### src/hdl/bhc_pkg.sv
// Shared types, codes and the commutation table for the BLDC hall commutator.
package bhc_pkg;

    // Item modes
    localparam logic [1:0] MODE_EDGE  = 2'd0;
    localparam logic [1:0] MODE_START = 2'd1;
    localparam logic [1:0] MODE_STOP  = 2'd2;

    // Configuration register indexes
    localparam logic [1:0] CFG_DUTY  = 2'd0;
    localparam logic [1:0] CFG_EPR   = 2'd1;
    localparam logic [1:0] CFG_AVG   = 2'd2;

    // Configuration reset values
    localparam logic [7:0] EPR_RESET = 8'd42;
    localparam logic [7:0] AVG_RESET = 8'd100;

    // Phase drive codes
    localparam logic [1:0] DRV_OFF = 2'd0;
    localparam logic [1:0] DRV_LOW = 2'd1;
    localparam logic [1:0] DRV_PWM = 2'd2;

    // Hall codes with no commutation step
    localparam logic [2:0] HALL_NONE = 3'b000;
    localparam logic [2:0] HALL_ALL  = 3'b111;

    // Speed arithmetic
    localparam int          DIV_W      = 24;
    localparam logic [15:0] RPM_NUM    = 16'd60000;
    localparam logic [15:0] RPM_SAT    = 16'hFFFF;
    localparam logic [4:0]  SAMPLE_LAST = 5'd15;
    localparam logic [4:0]  AVG_LAST    = 5'd23;

    typedef enum logic [2:0] {
        ST_IDLE,
        ST_MUL,
        ST_DIV_SAMPLE,
        ST_ACC,
        ST_DIV_AVG,
        ST_DONE
    } t_state;

    // Drive vector for a hall code: phase A in bits 1:0, B in 3:2, C in 5:4
    function automatic logic [5:0] commutate(input logic [2:0] hall);
        logic [5:0] v;
        unique case (hall)
            3'd1:    v = {DRV_LOW, DRV_OFF, DRV_PWM};
            3'd2:    v = {DRV_OFF, DRV_PWM, DRV_LOW};
            3'd3:    v = {DRV_LOW, DRV_PWM, DRV_OFF};
            3'd4:    v = {DRV_PWM, DRV_LOW, DRV_OFF};
            3'd5:    v = {DRV_OFF, DRV_LOW, DRV_PWM};
            3'd6:    v = {DRV_PWM, DRV_OFF, DRV_LOW};
            default: v = {DRV_OFF, DRV_OFF, DRV_OFF};
        endcase
        return v;
    endfunction

endpackage

### src/hdl/bhc_div_step.sv
// One restoring-division step: shift in a dividend bit, compare, subtract.
module bhc_div_step #(
    parameter int W = bhc_pkg::DIV_W
) (
    input  logic [W-1:0] i_rem,
    input  logic         i_bit,
    input  logic [W-1:0] i_divisor,
    output logic [W-1:0] o_rem,
    output logic         o_q
);

    logic [W:0] w_trial;
    logic [W:0] w_diff;

    // Trial remainder stays below twice the divisor, so one subtract suffices
    assign w_trial = {i_rem, i_bit};
    assign w_diff  = w_trial - {1'b0, i_divisor};
    assign o_q     = (w_trial >= {1'b0, i_divisor});
    assign o_rem   = o_q ? w_diff[W-1:0] : w_trial[W-1:0];

endmodule

### src/hdl/bldc_hall_commutator_with_speed.sv
// Top level: six-step hall commutator with averaged rpm over a shared divide step.
// Each transaction updates the commutation state when it is accepted and returns one
// result through an output register, so a new transaction is taken while the last
// result waits. Start, stop and ignored modes go from accept straight to the done
// state. A hall edge runs the per-edge sample divide unless the period is zero or
// above 60000 ms, and the edge that publishes rpm also runs the average divide.
// Both divides run one bit per cycle on a single restoring divide step; o_stall is
// high while a transaction is in the sequencer or a finished result cannot yet move
// to the output register. duty_percent writes are accepted and have no effect on
// any result.
module bldc_hall_commutator_with_speed (
    input  logic        i_clk,
    input  logic        i_rst_n,
    // configuration
    input  logic        i_cfg_we,
    input  logic [1:0]  i_cfg_idx,
    input  logic [7:0]  i_cfg_data,
    // input transactions
    input  logic        i_valid,
    output logic        o_stall,
    input  logic [1:0]  i_mode,
    input  logic [2:0]  i_hall,
    input  logic [31:0] i_time_ms,
    // result transactions
    output logic        o_valid,
    input  logic        i_stall,
    output logic [1:0]  o_drive_a,
    output logic [1:0]  o_drive_b,
    output logic [1:0]  o_drive_c,
    output logic        o_gate_enable,
    output logic [15:0] o_rpm,
    output logic        o_rpm_updated,
    output logic        o_hall_invalid
);
    import bhc_pkg::*;

    t_state r_state, n_state;

    logic        r_running, r_pending;
    logic [5:0]  r_drive;
    logic [31:0] r_last;
    logic [7:0]  r_count;
    logic [23:0] r_sum;
    logic [15:0] r_rpm;
    logic [7:0]  r_epr, r_avg;
    logic        r_o_valid;

    logic [31:0] r_period;
    logic [23:0] r_den, r_rem, r_quo;
    logic [4:0]  r_step;
    logic [15:0] r_sample;
    logic        r_updated, r_invalid;
    logic [5:0]  r_o_drive;
    logic        r_o_gate;
    logic [15:0] r_o_rpm;
    logic        r_o_updated, r_o_invalid;

    logic        w_accept, w_out_free, w_div_run, w_last_step, w_hall_ok;
    logic        w_period_zero, w_period_big, w_publish;
    logic [7:0]  w_epr, w_avg, w_count_next;
    logic [23:0] w_den, w_divisor, w_rem_next, w_quo_next, w_sum_next;
    logic        w_q;

    // Effective divisors: zero counts as one
    assign w_epr = (r_epr == 8'd0) ? 8'd1 : r_epr;
    assign w_avg = (r_avg == 8'd0) ? 8'd1 : r_avg;

    assign w_hall_ok     = (i_hall != HALL_NONE) && (i_hall != HALL_ALL);
    assign w_period_zero = (r_period == 32'd0);
    assign w_period_big  = (r_period > {16'd0, RPM_NUM});
    assign w_den         = 24'(r_period[15:0]) * 24'(w_epr);
    assign w_sum_next    = r_sum + 24'(r_sample);
    assign w_count_next  = r_count + 8'd1;
    assign w_publish     = (w_count_next >= w_avg);

    // Shared divide step
    assign w_divisor = (r_state == ST_DIV_AVG) ? 24'(w_avg) : r_den;

    bhc_div_step #(.W(DIV_W)) u_div_step (
        .i_rem     (r_rem),
        .i_bit     (r_quo[DIV_W-1]),
        .i_divisor (w_divisor),
        .o_rem     (w_rem_next),
        .o_q       (w_q)
    );

    assign w_quo_next = {r_quo[DIV_W-2:0], w_q};

    // Sequencer next state
    always_comb begin
        n_state = r_state;
        unique case (r_state)
            ST_IDLE: begin
                if (w_accept) n_state = (i_mode == MODE_EDGE) ? ST_MUL : ST_DONE;
            end
            ST_MUL: begin
                n_state = (w_period_zero || w_period_big) ? ST_ACC : ST_DIV_SAMPLE;
            end
            ST_DIV_SAMPLE: begin
                if (w_last_step) n_state = ST_ACC;
            end
            ST_ACC: begin
                n_state = w_publish ? ST_DIV_AVG : ST_DONE;
            end
            ST_DIV_AVG: begin
                if (w_last_step) n_state = ST_DONE;
            end
            ST_DONE: begin
                if (w_out_free) n_state = ST_IDLE;
            end
            default: n_state = ST_IDLE;
        endcase
    end

    // Sequencer decodes
    always_comb begin
        o_stall     = (r_state != ST_IDLE);
        w_accept    = i_valid && (r_state == ST_IDLE);
        w_out_free  = !r_o_valid || !i_stall;
        w_div_run   = (r_state == ST_DIV_SAMPLE) || (r_state == ST_DIV_AVG);
        w_last_step = (r_step == 5'd0);
    end

    // Control state, configuration and speed accumulators
    always_ff @(posedge i_clk) begin
        if (!i_rst_n) begin
            r_state   <= ST_IDLE;
            r_running <= 1'b0;
            r_pending <= 1'b0;
            r_drive   <= '0;
            r_last    <= '0;
            r_count   <= '0;
            r_sum     <= '0;
            r_rpm     <= '0;
            r_epr     <= EPR_RESET;
            r_avg     <= AVG_RESET;
            r_o_valid <= 1'b0;
        end else begin
            r_state <= n_state;

            // Take configuration writes; duty is not used by any result
            if (i_cfg_we) begin
                case (i_cfg_idx)
                    CFG_EPR: r_epr <= i_cfg_data;
                    CFG_AVG: r_avg <= i_cfg_data;
                    default: ;
                endcase
            end

            // Apply commutation at accept
            if (w_accept) begin
                unique case (i_mode)
                    MODE_EDGE: begin
                        if (r_running) begin
                            if (i_hall == HALL_NONE) r_drive <= '0;
                            else if (i_hall != HALL_ALL) r_drive <= commutate(i_hall);
                        end else if (r_pending && w_hall_ok) begin
                            r_running <= 1'b1;
                            r_pending <= 1'b0;
                            r_drive   <= commutate(i_hall);
                        end
                        r_last <= i_time_ms;
                    end
                    MODE_START: begin
                        if (!r_running) begin
                            if (w_hall_ok) begin
                                r_running <= 1'b1;
                                r_pending <= 1'b0;
                                r_drive   <= commutate(i_hall);
                            end else begin
                                r_pending <= 1'b1;
                            end
                        end
                    end
                    MODE_STOP: begin
                        r_running <= 1'b0;
                        r_pending <= 1'b0;
                        r_drive   <= '0;
                    end
                    default: ;
                endcase
            end

            // Accumulate the sample, clear on publish
            if (r_state == ST_ACC) begin
                r_sum   <= w_publish ? 24'd0 : w_sum_next;
                r_count <= w_publish ? 8'd0 : w_count_next;
            end

            // Publish saturated average
            if ((r_state == ST_DIV_AVG) && w_last_step) begin
                r_rpm <= (w_quo_next[23:16] != 8'd0) ? RPM_SAT : w_quo_next[15:0];
            end

            // Hand the result to the output register
            if ((r_state == ST_DONE) && w_out_free) r_o_valid <= 1'b1;
            else if (!i_stall) r_o_valid <= 1'b0;
        end
    end

    // Datapath registers
    always_ff @(posedge i_clk) begin
        if (w_accept) begin
            r_period  <= i_time_ms - r_last;
            r_updated <= 1'b0;
            r_invalid <= ((i_mode == MODE_EDGE) || (i_mode == MODE_START)) && !w_hall_ok;
        end

        // Special periods skip the sample divide
        if (r_state == ST_MUL) begin
            r_sample <= w_period_zero ? RPM_SAT : 16'd0;
            r_den    <= w_den;
            r_rem    <= '0;
            r_quo    <= {RPM_NUM, 8'd0};
            r_step   <= SAMPLE_LAST;
        end

        // Advance one quotient bit
        if (w_div_run) begin
            r_rem  <= w_rem_next;
            r_quo  <= w_quo_next;
            r_step <= r_step - 5'd1;
        end

        if ((r_state == ST_DIV_SAMPLE) && w_last_step) r_sample <= w_quo_next[15:0];

        // Load the average divide
        if (r_state == ST_ACC) begin
            r_rem  <= '0;
            r_quo  <= w_sum_next;
            r_step <= AVG_LAST;
        end

        if ((r_state == ST_DIV_AVG) && w_last_step) r_updated <= 1'b1;

        // Capture the result snapshot
        if ((r_state == ST_DONE) && w_out_free) begin
            r_o_drive   <= r_drive;
            r_o_gate    <= r_running;
            r_o_rpm     <= r_rpm;
            r_o_updated <= r_updated;
            r_o_invalid <= r_invalid;
        end
    end

    assign o_valid        = r_o_valid;
    assign o_drive_a      = r_o_drive[1:0];
    assign o_drive_b      = r_o_drive[3:2];
    assign o_drive_c      = r_o_drive[5:4];
    assign o_gate_enable  = r_o_gate;
    assign o_rpm          = r_o_rpm;
    assign o_rpm_updated  = r_o_updated;
    assign o_hall_invalid = r_o_invalid;

endmodule
### config.mk
export PLATFORM = sky130hd
export DESIGN_NAME = bldc_hall_commutator_with_speed
export DESIGN_NICKNAME = d
export VERILOG_FILES = /design/src/hdl/bhc_pkg.sv /design/src/hdl/bhc_div_step.sv /design/src/hdl/bldc_hall_commutator_with_speed.sv
export SDC_FILE = /design/constraint.sdc
export NUM_CORES = 1
export LEC_CHECK = 0
export ABC_AREA = 1
export BUFFER_PORTS_ARGS = -buffer_cell sky130_fd_sc_hd__buf_2
export CORE_MARGIN = 2
export CORE_UTILIZATION = 45
export DETAILED_ROUTE_END_ITERATION = 8
export HOLD_SLACK_MARGIN = 0.15
export PLACE_DENSITY = 0.67
export SLEW_MARGIN = 15
export SYNTH_ARGS = -nofsm -noshare
export SYNTH_HDL_FRONTEND = slang
export SYNTH_SLANG_ARGS = --single-unit
export TNS_END_PERCENT = 50
### constraint.sdc
create_clock -name i_clk -period 5.5 [get_ports i_clk]
set_clock_uncertainty 0.2 [all_clocks]
set_input_delay 1.1 -clock i_clk [delete_from_list [all_inputs] [get_ports i_clk]]
set_output_delay 1.1 -clock i_clk [all_outputs]
set_load 0.005 [all_outputs]
== Yosys cells after proc, flatten, opt, wreduce, memory -nomap -nowiden ==
Index checks and enable logic that the tools add are counted.

* Register bits after elaboration: 260
* Input bits: 52
* Output and inout port bits: 27
* Word-level logic and storage cells: 140

* $add $sub $neg: 5
* Multipliers: 1
* Order comparisons: 3
* Equal/unequal tests: 27
* Mux-type cells: 45
* Reductions and logical operators: 35

{| class="wikitable"
|+ Operators with widths
! operator !! count
|-
| 2-to-1 mux 24 bit || 8
|-
| 2-to-1 mux 16 bit || 4
|-
| 2-to-1 mux 6 bit || 6
|-
| case mux 6 bit (6 select lines) || 1
|-
| > comparator 32 x 16 -> 1 bit (second input constant) || 1
|-
| zero test 32 bit || 1
|-
| subtractor 32 bit || 1
|-
| greater-or-equal comparator 25 x 24 -> 1 bit || 1
|-
| adder 24 x 16 -> 24 bit || 1
|-
| multiplier 16 x 8 -> 24 bit || 1
|-
| 2-to-1 mux 8 bit || 3
|-
| subtractor 24 bit || 1
|-
| case mux 3 bit (6 select lines) || 1
|-
| case mux 6 bit (3 select lines) || 1
|-
| zero test 8 bit || 2
|-
| inequality test 2 bit (second input constant) || 8
|-
| == test 3 bit (second input constant) || 5
|-
| 2-to-1 mux 3 bit || 5
|-
| == test 3 x 2 -> 1 bit (second input constant) || 4
|-
| 2-to-1 mux 1 bit || 12
|-
| nonzero test 3 bit || 4
|-
| 2-to-1 mux 5 bit || 2
|-
| adder 8 x 1 -> 8 bit (second input constant) || 1
|-
| greater-or-equal comparator 8 bit || 1
|-
| other kinds (20) || 41
|}

== Depth between registers and ports, before layout ==
Gate-level depths: netlist (run 1).

* Depth in word-level cells: 6
* Gate-level depth with buffers: 21
* Mapped depth without buffers: 19

== By module ==
From an unflattened synthesis (run 1), not the netlist that was laid out.

* Cells, all modules: 2732
* Area total of the unflattened synthesis: 19855.3 µm²

{| class="wikitable"
|+ By module, submodules not included
! module !! instances !! cells an instance !! area an instance (µm²) !! sequential area each (µm²)
|-
| bldc_hall_commutator_with_speed || 1 || 2248 || 17529.3 || 6426.2
|-
| bhc_div_step || 1 || 484 || 2326.0 || 0.0
|}

== Worst setup path before layout (run 1) ==
OpenSTA, ideal clock, no wires.

* Kind: register to register
* Start: reg r_epr[7]
* End: reg r_den[18] (data pin)
* Library setup time: 0.259 ns
* Data arrival time: 4.461 ns
* Slack: 0.580 ns
* Stages on the path, launching flop included: 18
* Buffers on the path: 2
* Clock period less this slack: 4.920 ns
* Path through: dfxtp_1 > clkbuf_1 > clkbuf_1 > nand2_1 > fa_1 > fa_1 > inv_1 > fa_1 > inv_1 > fa_1 > inv_1 > ha_1 > a21oi_1 > a21boi_0 > o21ai_0 > nand3_1 > nand2_1 > xor2_1

* Longest elaborated chain between the ends: 3

{| class="wikitable"
|+ RTL lines
! what !! line !! RTL
|-
| start, declared || bldc_hall_commutator_with_speed.sv:45 || <nowiki>logic [7:0] r_epr, r_avg;</nowiki>
|-
| start signal, assigned || bldc_hall_commutator_with_speed.sv:144 || <nowiki>CFG_EPR: r_epr <= i_cfg_data;</nowiki>
|-
| zero test 8 bit || bldc_hall_commutator_with_speed.sv:65 || <nowiki>assign w_epr = (r_epr == 8'd0) ? 8'd1 : r_epr;</nowiki>
|-
| 2-to-1 mux 8 bit * || bldc_hall_commutator_with_speed.sv:65 ||
|-
| multiplier 16 x 8 -> 24 bit * || bldc_hall_commutator_with_speed.sv:71 || <nowiki>assign w_den = 24'(r_period[15:0]) * 24'(w_epr);</nowiki>
|-
| net w_den[18] || bldc_hall_commutator_with_speed.sv:61 || <nowiki>logic [23:0] w_den, w_divisor, w_rem_next, w_quo_next, w_sum_next;</nowiki>
|-
| end signal, assigned || bldc_hall_commutator_with_speed.sv:212 || <nowiki>r_den <= w_den;</nowiki>
|-
| end, declared || bldc_hall_commutator_with_speed.sv:49 || <nowiki>logic [23:0] r_den, r_rem, r_quo;</nowiki>
|}

Mark *: on every way through the listed nets, which the timed path passes. The rest lies on a longest branch.
A chain may end at the register's enable or synchronous reset.

== Worst setup path in the final report (run 1) ==
* Start: reg r_epr[2]
* End: reg r_den[13] (data pin)

Same word-level chain as after synthesis.

==> results of run 1 <==
final cells by class:
cell class	count	area, sq um
antenna	2	5.00
inverter	478	1800
tap	585	732
clock inverter	16	191
multi-input combinational	1827	10900
timing repair buffer	95	518
sequential	260	6430
clock buffer	38	800
fill	4234	21500
worst paths after layout:
kind / endpoint / from / slack [ps]
setup reg to reg: r_den[13]$_DFFE_PP_ / r_epr[2]$_SDFFE_PN0P_ / 530
hold reg to reg: o_hall_invalid$_DFFE_PP_ / r_invalid$_DFFE_PP_ / 230
hold / removal: o_hall_invalid$_DFFE_PP_ / r_invalid$_DFFE_PP_ / 230
setup / recovery: r_den[13]$_DFFE_PP_ / r_epr[2]$_SDFFE_PN0P_ / 530
power groups by stage:
stage	combinational [W]	sequential [W]	clock [W]
after floorplan	0.00564	0.00298	0
after CTS	0.00730	0.00310	0.00205
after global routing	0.00838	0.00315	0.00211
final	0.00730	0.00310	0.00200
after detailed placement	0.00725	0.00314	0
after global placement	0.00714	0.00313	0
layer usage:
metal  share of wire, %  track usage, %  vias to the layer above
met4                2.1            5.97                        0
met1                 46            30.1                     7949
li1                   -               -                     8553
met2                 47            39.3                      405
met3                4.5            2.42                       65
met5                  0               0                        -
registers in the layout, summed over array words and instances (netlist names), 8 cells and up:
| register | cells |
|---|---|
| r_rem | 24 |
| r_sum | 24 |
| o_rpm | 16 |
| r_rpm | 16 |
| r_period | 32 |
| r_last | 32 |
| r_sample | 16 |
| r_epr | 8 |
| r_avg | 8 |
| r_count | 8 |
| r_quo | 24 |
| r_den | 24 |
cell usage in the layout, fill, tap and decap left out, drive strengths merged:
cell type and instances:
o21bai 6, xnor2 22, nand3b 15, a31oi 5
dfxtp 138, a41o 1, diode 2, ha 130
buf 95, nor2 214, a21boi 3, inv 479
xor2 43, o22ai 4, or2 4, nand2 679
a21oi 182, fa 87, or4 1, clkinv 7
nand4 58, a211oi 2, clkinvlp 4, o21ai 173
nand3 127, a22oi 10, o211ai 7, o2111ai 1
a21o 10, nor4 8, bufinv 4, clkbuf 38
o21a 4, nor3 30, edfxtp 122, and2 1
logic make-up (layout without fill, tap and decap cells):
logic type	after synthesis	count (layout)	synth area share, %
buffers and inverters	557	627	10.9
AOI/OAI and AO/OA	408	408	11.3
adders and majority gates	217	217	17.3
xor gates and xnor gates	65	65	2.92
DFF	260	260	33.0
and+or+nand+nor	1137	1137	24.5
other	0	2	0
through the flow:
stage	power, W	cells	hold slack (ps)	instance area [sq um]
floorplan	0.00862	2644	200	19500
global placement	0.0103	3245	210	20400
detailed placement	0.0104	3245	213	20400
CTS	0.0124	3299	227	21400
global route	0.0136	3299	236	21400
finish	0.0124	3301	229	21400
==> results.yml, run 1 <==
run_status:
  status: "completed"
clock_tree:
  cts_buffers: 29
  cts.repair.resized: 0
  postCtsHoldBufs: 0
  root_buffer: "clkbuf_16"
  tritoncts: "done"
  clockBufferDepth: 3
  path_clk_slew_ps: 60
  htreeDepth: 1
  cts_num_sinks: 260
  clock_latency_ps: 560
  post-cts-setup-buffer-count: 0
sta:
  fin_crit_ps: 4970
  setup_ws_ps: 533
  relSlewSlack_pct: 35.9
  rsz0062_at_grt: "no"
  max_freq_ghz: 0.201
  tightest_slew_ps: 959
  min_period_over_period_pct: 90.3
  fin_tns_setup_ps: 0
  maxSlewViolCount: 0
  setup_viol: 0
  final_hold_viol_count: 0
global_routing:
  grt_pass1_vias: 16900
  grt_pass1_wl_um: 82900
  grt_max_degree: 72
  grtUsageTotal_pct: 22.6
  antenna_found_initial: 2
  grt-ovfl-total: 0
synth:
  async_flop_share_pct: 0
  synth_most_common_cell: "nand2_1"
  ys_types: 47
  yosys.area.top_type: "edfxtp_1"
  synth.area.top_cells: "edfxtp_1 19%, dfxtp_1 14%, nand2_1 13%"
  syn-cell-area_sq_mm: 0.0195
  ys_warn_count: 0
  synth_cells: 2644
  synth-seq-cells: 260
  yosysSeqAreaShare_pct: 33.0
  synth.top_cell.area_share_pct: 18.8
  synth_ff_type: "dfxtp_1"
  synth_edf_count: 122
  synth_top_cells_by_count: "676 x nand2_1, 469 x inv_1, 208 x nor2_1"
  synth_area_per_cell_sq_um: 7.36
  syn_nets: 2913
setup_path:
  worstSetupEndpointType: "flop"
  critPathTopFamily: "adder cells"
  cp.depth: 18
  max_stage_delay_ps: 710
  path_cells: "nor3_1 -> nand2_1 -> nor3_1 -> nor2_2 -> nor2_1 -> fa_1 -> fa_1 -> inv_1 -> fa_1 -> inv_1 -> ha_1 -> a21oi_1 -> o21ai_0 -> a21oi_1 -> o21ai_0 -> nand2_1 -> a21o_1 -> nand2_1"
  crit_buf_inv: 2
  crit_path_start_kind: "flop"
  crit_type: "flop to flop"
  cp.arrival_ps: 5080
  critPathRequiredTime_ps: 5610
  cp_slowest_cell: "dfxtp_1"
  cp_max_fo: 18
  reg2reg_depth: 18
job:
  cap_violations: 0
cells_and_area:
  drive_gt1_share_pct: 6.60
  nNetsFinal: 2960
  syn2layout_area_growth_pct: 9.89
  fin_util_pct: 49.9
route:
  viasPerCell: 5.14
  first_iter_violations: 1146
  wl_per_cell_um: 15.2
  dr_total_vias: 17000
  drcViolationCount: 0
  dr.pass1.iters: 6
  routed_wl_um: 50100
  postRouteAntennaNets: 0
power_and_ir_drop:
  clkPwrFrac_pct: 16.1
  power_density_mw_per_mm2: 580
  p_int_w: 0.00656
  switchingPower_w: 0.00585
  netSwitchingFraction_pct: 47.2
  p_leak_nw: 10.6
  irDropWorstVdd_mv: 0.283
  seq_power_share_pct: 25.0
  combinationalPowerShare_pct: 58.8
min_path:
  hold_path_depth: 0
  holdCritPathClass: "flop to flop"
floorplan:
  die_h_um: 212
  dieArea_sq_mm: 0.0449
  die_w_um: 212
  start_util_pct: 45.4
  rows: 76
  io_pins: 79
  core_sq_mm: 0.0429
place:
  dp_hpwl_um: 38700
  gp_congestion: 0.950
  place.port_buffers: 78
  dp_slack_ps: 416
No activity file was read; power rests on OpenSTA's default activity.
==> run 2, diff against run 1 <==
--- a/config.mk
+++ b/config.mk
@@ -15,5 +15,6 @@
 export SLEW_MARGIN = 15
 export SYNTH_ARGS = -nofsm -noshare
 export SYNTH_HDL_FRONTEND = slang
+export SYNTH_HIERARCHICAL = 1
 export SYNTH_SLANG_ARGS = --single-unit
 export TNS_END_PERCENT = 50
==> run 2 against run 1 <==
  * Clock-buffer cell count fell by 2
  * Largest power group unchanged
  * Synthesized cell count is 3.3% higher
  * Register-to-register slack worse by 60 ps
  * Highest routed layer is now met5
  * Largest cell class unchanged
  * Critical path depth shrank 2
  * Sequential power decreased by 2%
  * Clock power about the same
  * Die area grew 2.0%
==> results.yml, run 2 <==
floorplan:
  core_sq_mm: 0.0433
  dieArea_sq_mm: 0.0458
  io_pins: 79
  die_w_um: 214
  start_util_pct: 45.9
  die_h_um: 214
  rows: 76
setup_path:
  crit_buf_inv: 3
  critPathTopFamily: "adder cells"
  path_cells: "nand2_1 -> inv_1 -> fa_1 -> fa_1 -> fa_1 -> inv_1 -> fa_1 -> inv_1 -> ha_1 -> nand2_1 -> o21ai_0 -> nor2_1 -> o21ai_0 -> nand3_1 -> nand3_1 -> nand2_1"
  cp_max_fo: 18
  cp.arrival_ps: 5160
  rr_startpoint: "r_epr[2]$_SDFFE_PN0P_"
  worstSetupEndpointType: "flop"
  crit_path_start_kind: "flop"
  cp_slowest_cell: "dfxtp_1"
  critPathRequiredTime_ps: 5630
  max_stage_delay_ps: 780
  crit_type: "flop to flop"
  r2r-end: "r_den[19]$_DFFE_PP_"
  critPathMostFrequentCell: "fa_1"
  reg2reg_depth: 16
  cp.depth: 16
  ff2ff_setup_slack_ps: 480
clock_tree:
  tritoncts: "done"
  post-cts-setup-buffer-count: 0
  cts.repair.resized: 0
  clockBufferDepth: 3
  path_clk_slew_ps: 60
  postCtsHoldBufs: 0
  clock_latency_ps: 580
  htreeDepth: 1
  root_buffer: "clkbuf_16"
  cts_num_sinks: 260
  cts_buffers: 31
sta:
  maxSlewViolCount: 0
  fin_crit_ps: 5020
  setup_viol: 0
  relSlewSlack_pct: 28.4
  max_freq_ghz: 0.199
  setup_ws_ps: 476
  rsz0062_at_grt: "no"
  fin_tns_setup_ps: 0
  tightest_slew_ps: 1070
  min_period_over_period_pct: 91.3
  final_hold_viol_count: 0
cells_and_area:
  nNetsFinal: 3045
  final_common_cell: "nand2_1"
  top_regs: "r_last (32), r_period (32)"
  fin_util_pct: 50.2
  regArea_sq_mm: 0.00643
  syn2layout_area_growth_pct: 9.35
  stdcell_count: 3389
  fill_cells: 4280
  drive_gt1_share_pct: 6.54
  multi_input_area_sq_mm: 0.0111
  mostFrequentLayoutCells: "744 x nand2_1, 514 x inv_1, 232 x nor2_1"
synth:
  yosys.area.top_type: "edfxtp_1"
  async_flop_share_pct: 0
  ys_types: 55
  synth_cells: 2732
  synth_area_per_cell_sq_um: 7.27
  synth.top_cell.area_share_pct: 18.5
  ys_warn_count: 6
  synth_edf_count: 122
  synth_ff_type: "dfxtp_1"
  yosysSeqAreaShare_pct: 32.4
  synth-seq-cells: 260
  synth.area.top_cells: "edfxtp_1 18%, nand2_1 14%, dfxtp_1 14%"
  synth_top_cells_by_count: "744 x nand2_1, 514 x inv_1, 233 x nor2_1"
  syn-cell-area_sq_mm: 0.0199
  syn_nets: 3001
  synth_most_common_cell: "nand2_1"
global_routing:
  grtUsageTotal_pct: 21.7
  antenna_found_initial: 5
  grt_max_degree: 73
  grt-ovfl-total: 0
  grt_pass1_wl_um: 82800
  grt_pass1_vias: 16800
min_path:
  holdCritPathClass: "flop to flop"
  hold_end: "o_hall_invalid$_DFFE_PP_"
  hp-start: "r_invalid$_DFFE_PP_"
  hold_path_depth: 0
route:
  viasPerCell: 5.12
  routed_wl_um: 50700
  met3_length_um: 2700
  wl_met1_um: 23000
  dr_wl_met2_um: 23700
  drcViolationCount: 0
  highest_layer: "met5"
  dr.pass1.iters: 6
  postRouteAntennaNets: 0
  wl_per_cell_um: 15.0
  first_iter_violations: 1076
  dr_total_vias: 17300
power_and_ir_drop:
  p_int_w: 0.00616
  power_density_mw_per_mm2: 531
  p_total_w: 0.0115
  irDropWorstVdd_mv: 0.303
  combinationalPowerShare_pct: 56.2
  netSwitchingFraction_pct: 46.6
  switchingPower_w: 0.00536
  clkPwrFrac_pct: 17.4
  seq_power_share_pct: 26.5
  p_leak_nw: 11.2
place:
  place.port_buffers: 78
  dp_slack_ps: 538
  gp_congestion: 0.897
  dp_hpwl_um: 39100
  dp_cells: 3328
run_status:
  status: "completed"
job:
  cap_violations: 0
[run 2: cell types whose count changed in the layout (fill, tap and decap cells not counted), sizes merged, moves of 9 or more]
cell	before	now
a22o	0	24
nand3b	15	6
xnor2	22	12
inv	479	530
nor2	214	242
o21ai	173	138
a21oi	182	159
nand2	679	750
nor3	30	20
[run 2: power groups by stage]
| stage | Sequential, W | Combinational [W] | Clock [W] |
|---|---|---|---|
| after floorplan | 0.00294 | 0.00503 | 0 |
| after global placement | 0.00307 | 0.00638 | 0 |
| after detailed placement | 0.00309 | 0.00645 | 0 |
| after CTS | 0.00305 | 0.00650 | 0.00205 |
| after global routing | 0.00310 | 0.00742 | 0.00211 |
| final | 0.00305 | 0.00647 | 0.00200 |
[run 2: worst max-delay path by stage]
stage                                from                   to  slack, ps
floorplan           r_epr[7]$_SDFFE_PN0P_  r_den[19]$_DFFE_PP_        850
global placement    r_epr[4]$_SDFFE_PN0P_  r_den[19]$_DFFE_PP_        510
detailed placement  r_epr[4]$_SDFFE_PN0P_  r_den[19]$_DFFE_PP_        540
CTS                 r_epr[4]$_SDFFE_PN0P_  r_den[19]$_DFFE_PP_        540
global route        r_epr[2]$_SDFFE_PN0P_  r_den[19]$_DFFE_PP_        190
finish              r_epr[2]$_SDFFE_PN0P_  r_den[19]$_DFFE_PP_        480
[run 2: cell type report]
| cell class | count | area share, % |
|---|---|---|
| Multi-Input combinational cell | 1866 | 51.1 |
| Sequential cell | 260 | 29.6 |
| Inverter | 526 | 9.09 |
| Clock buffer | 36 | 3.66 |
| Tap cell | 585 | 3.37 |
| Timing Repair Buffer | 91 | 2.25 |
| Clock inverter | 21 | 0.887 |
| Antenna cell | 4 | 0.0461 |
[run 2: logic make-up (layout without fill, tap and decap cells)]
logic type               Yosys count  count (layout)  synth area share (%)
AND/OR/NAND/NOR                 1225            1225                  26.0
other                              0               4                     0
flip-flops                       260             260                  32.4
buffers and inverters            606             674                  11.8
adder cells (fa/ha/maj)          217             217                  17.0
AO/OA/AOI/OAI                    362             362                  10.2
XOR/XNOR                          62              62                  2.73
[run 2: stage by stage]
step | hold WS [ps] | cell area [sq um]
after floorplan | 200 | 19900
after global placement | 203 | 20700
after detailed placement | 208 | 20700
after CTS | 222 | 21700
after global routing | 228 | 21700
final | 220 | 21700
[run 2: routing by layer]
metal  GRT usage, %  up-vias
li1               -     8720
met1           28.6     8098
met5              0        -
met3           2.95       90
met4           6.06        2
met2           37.4      428
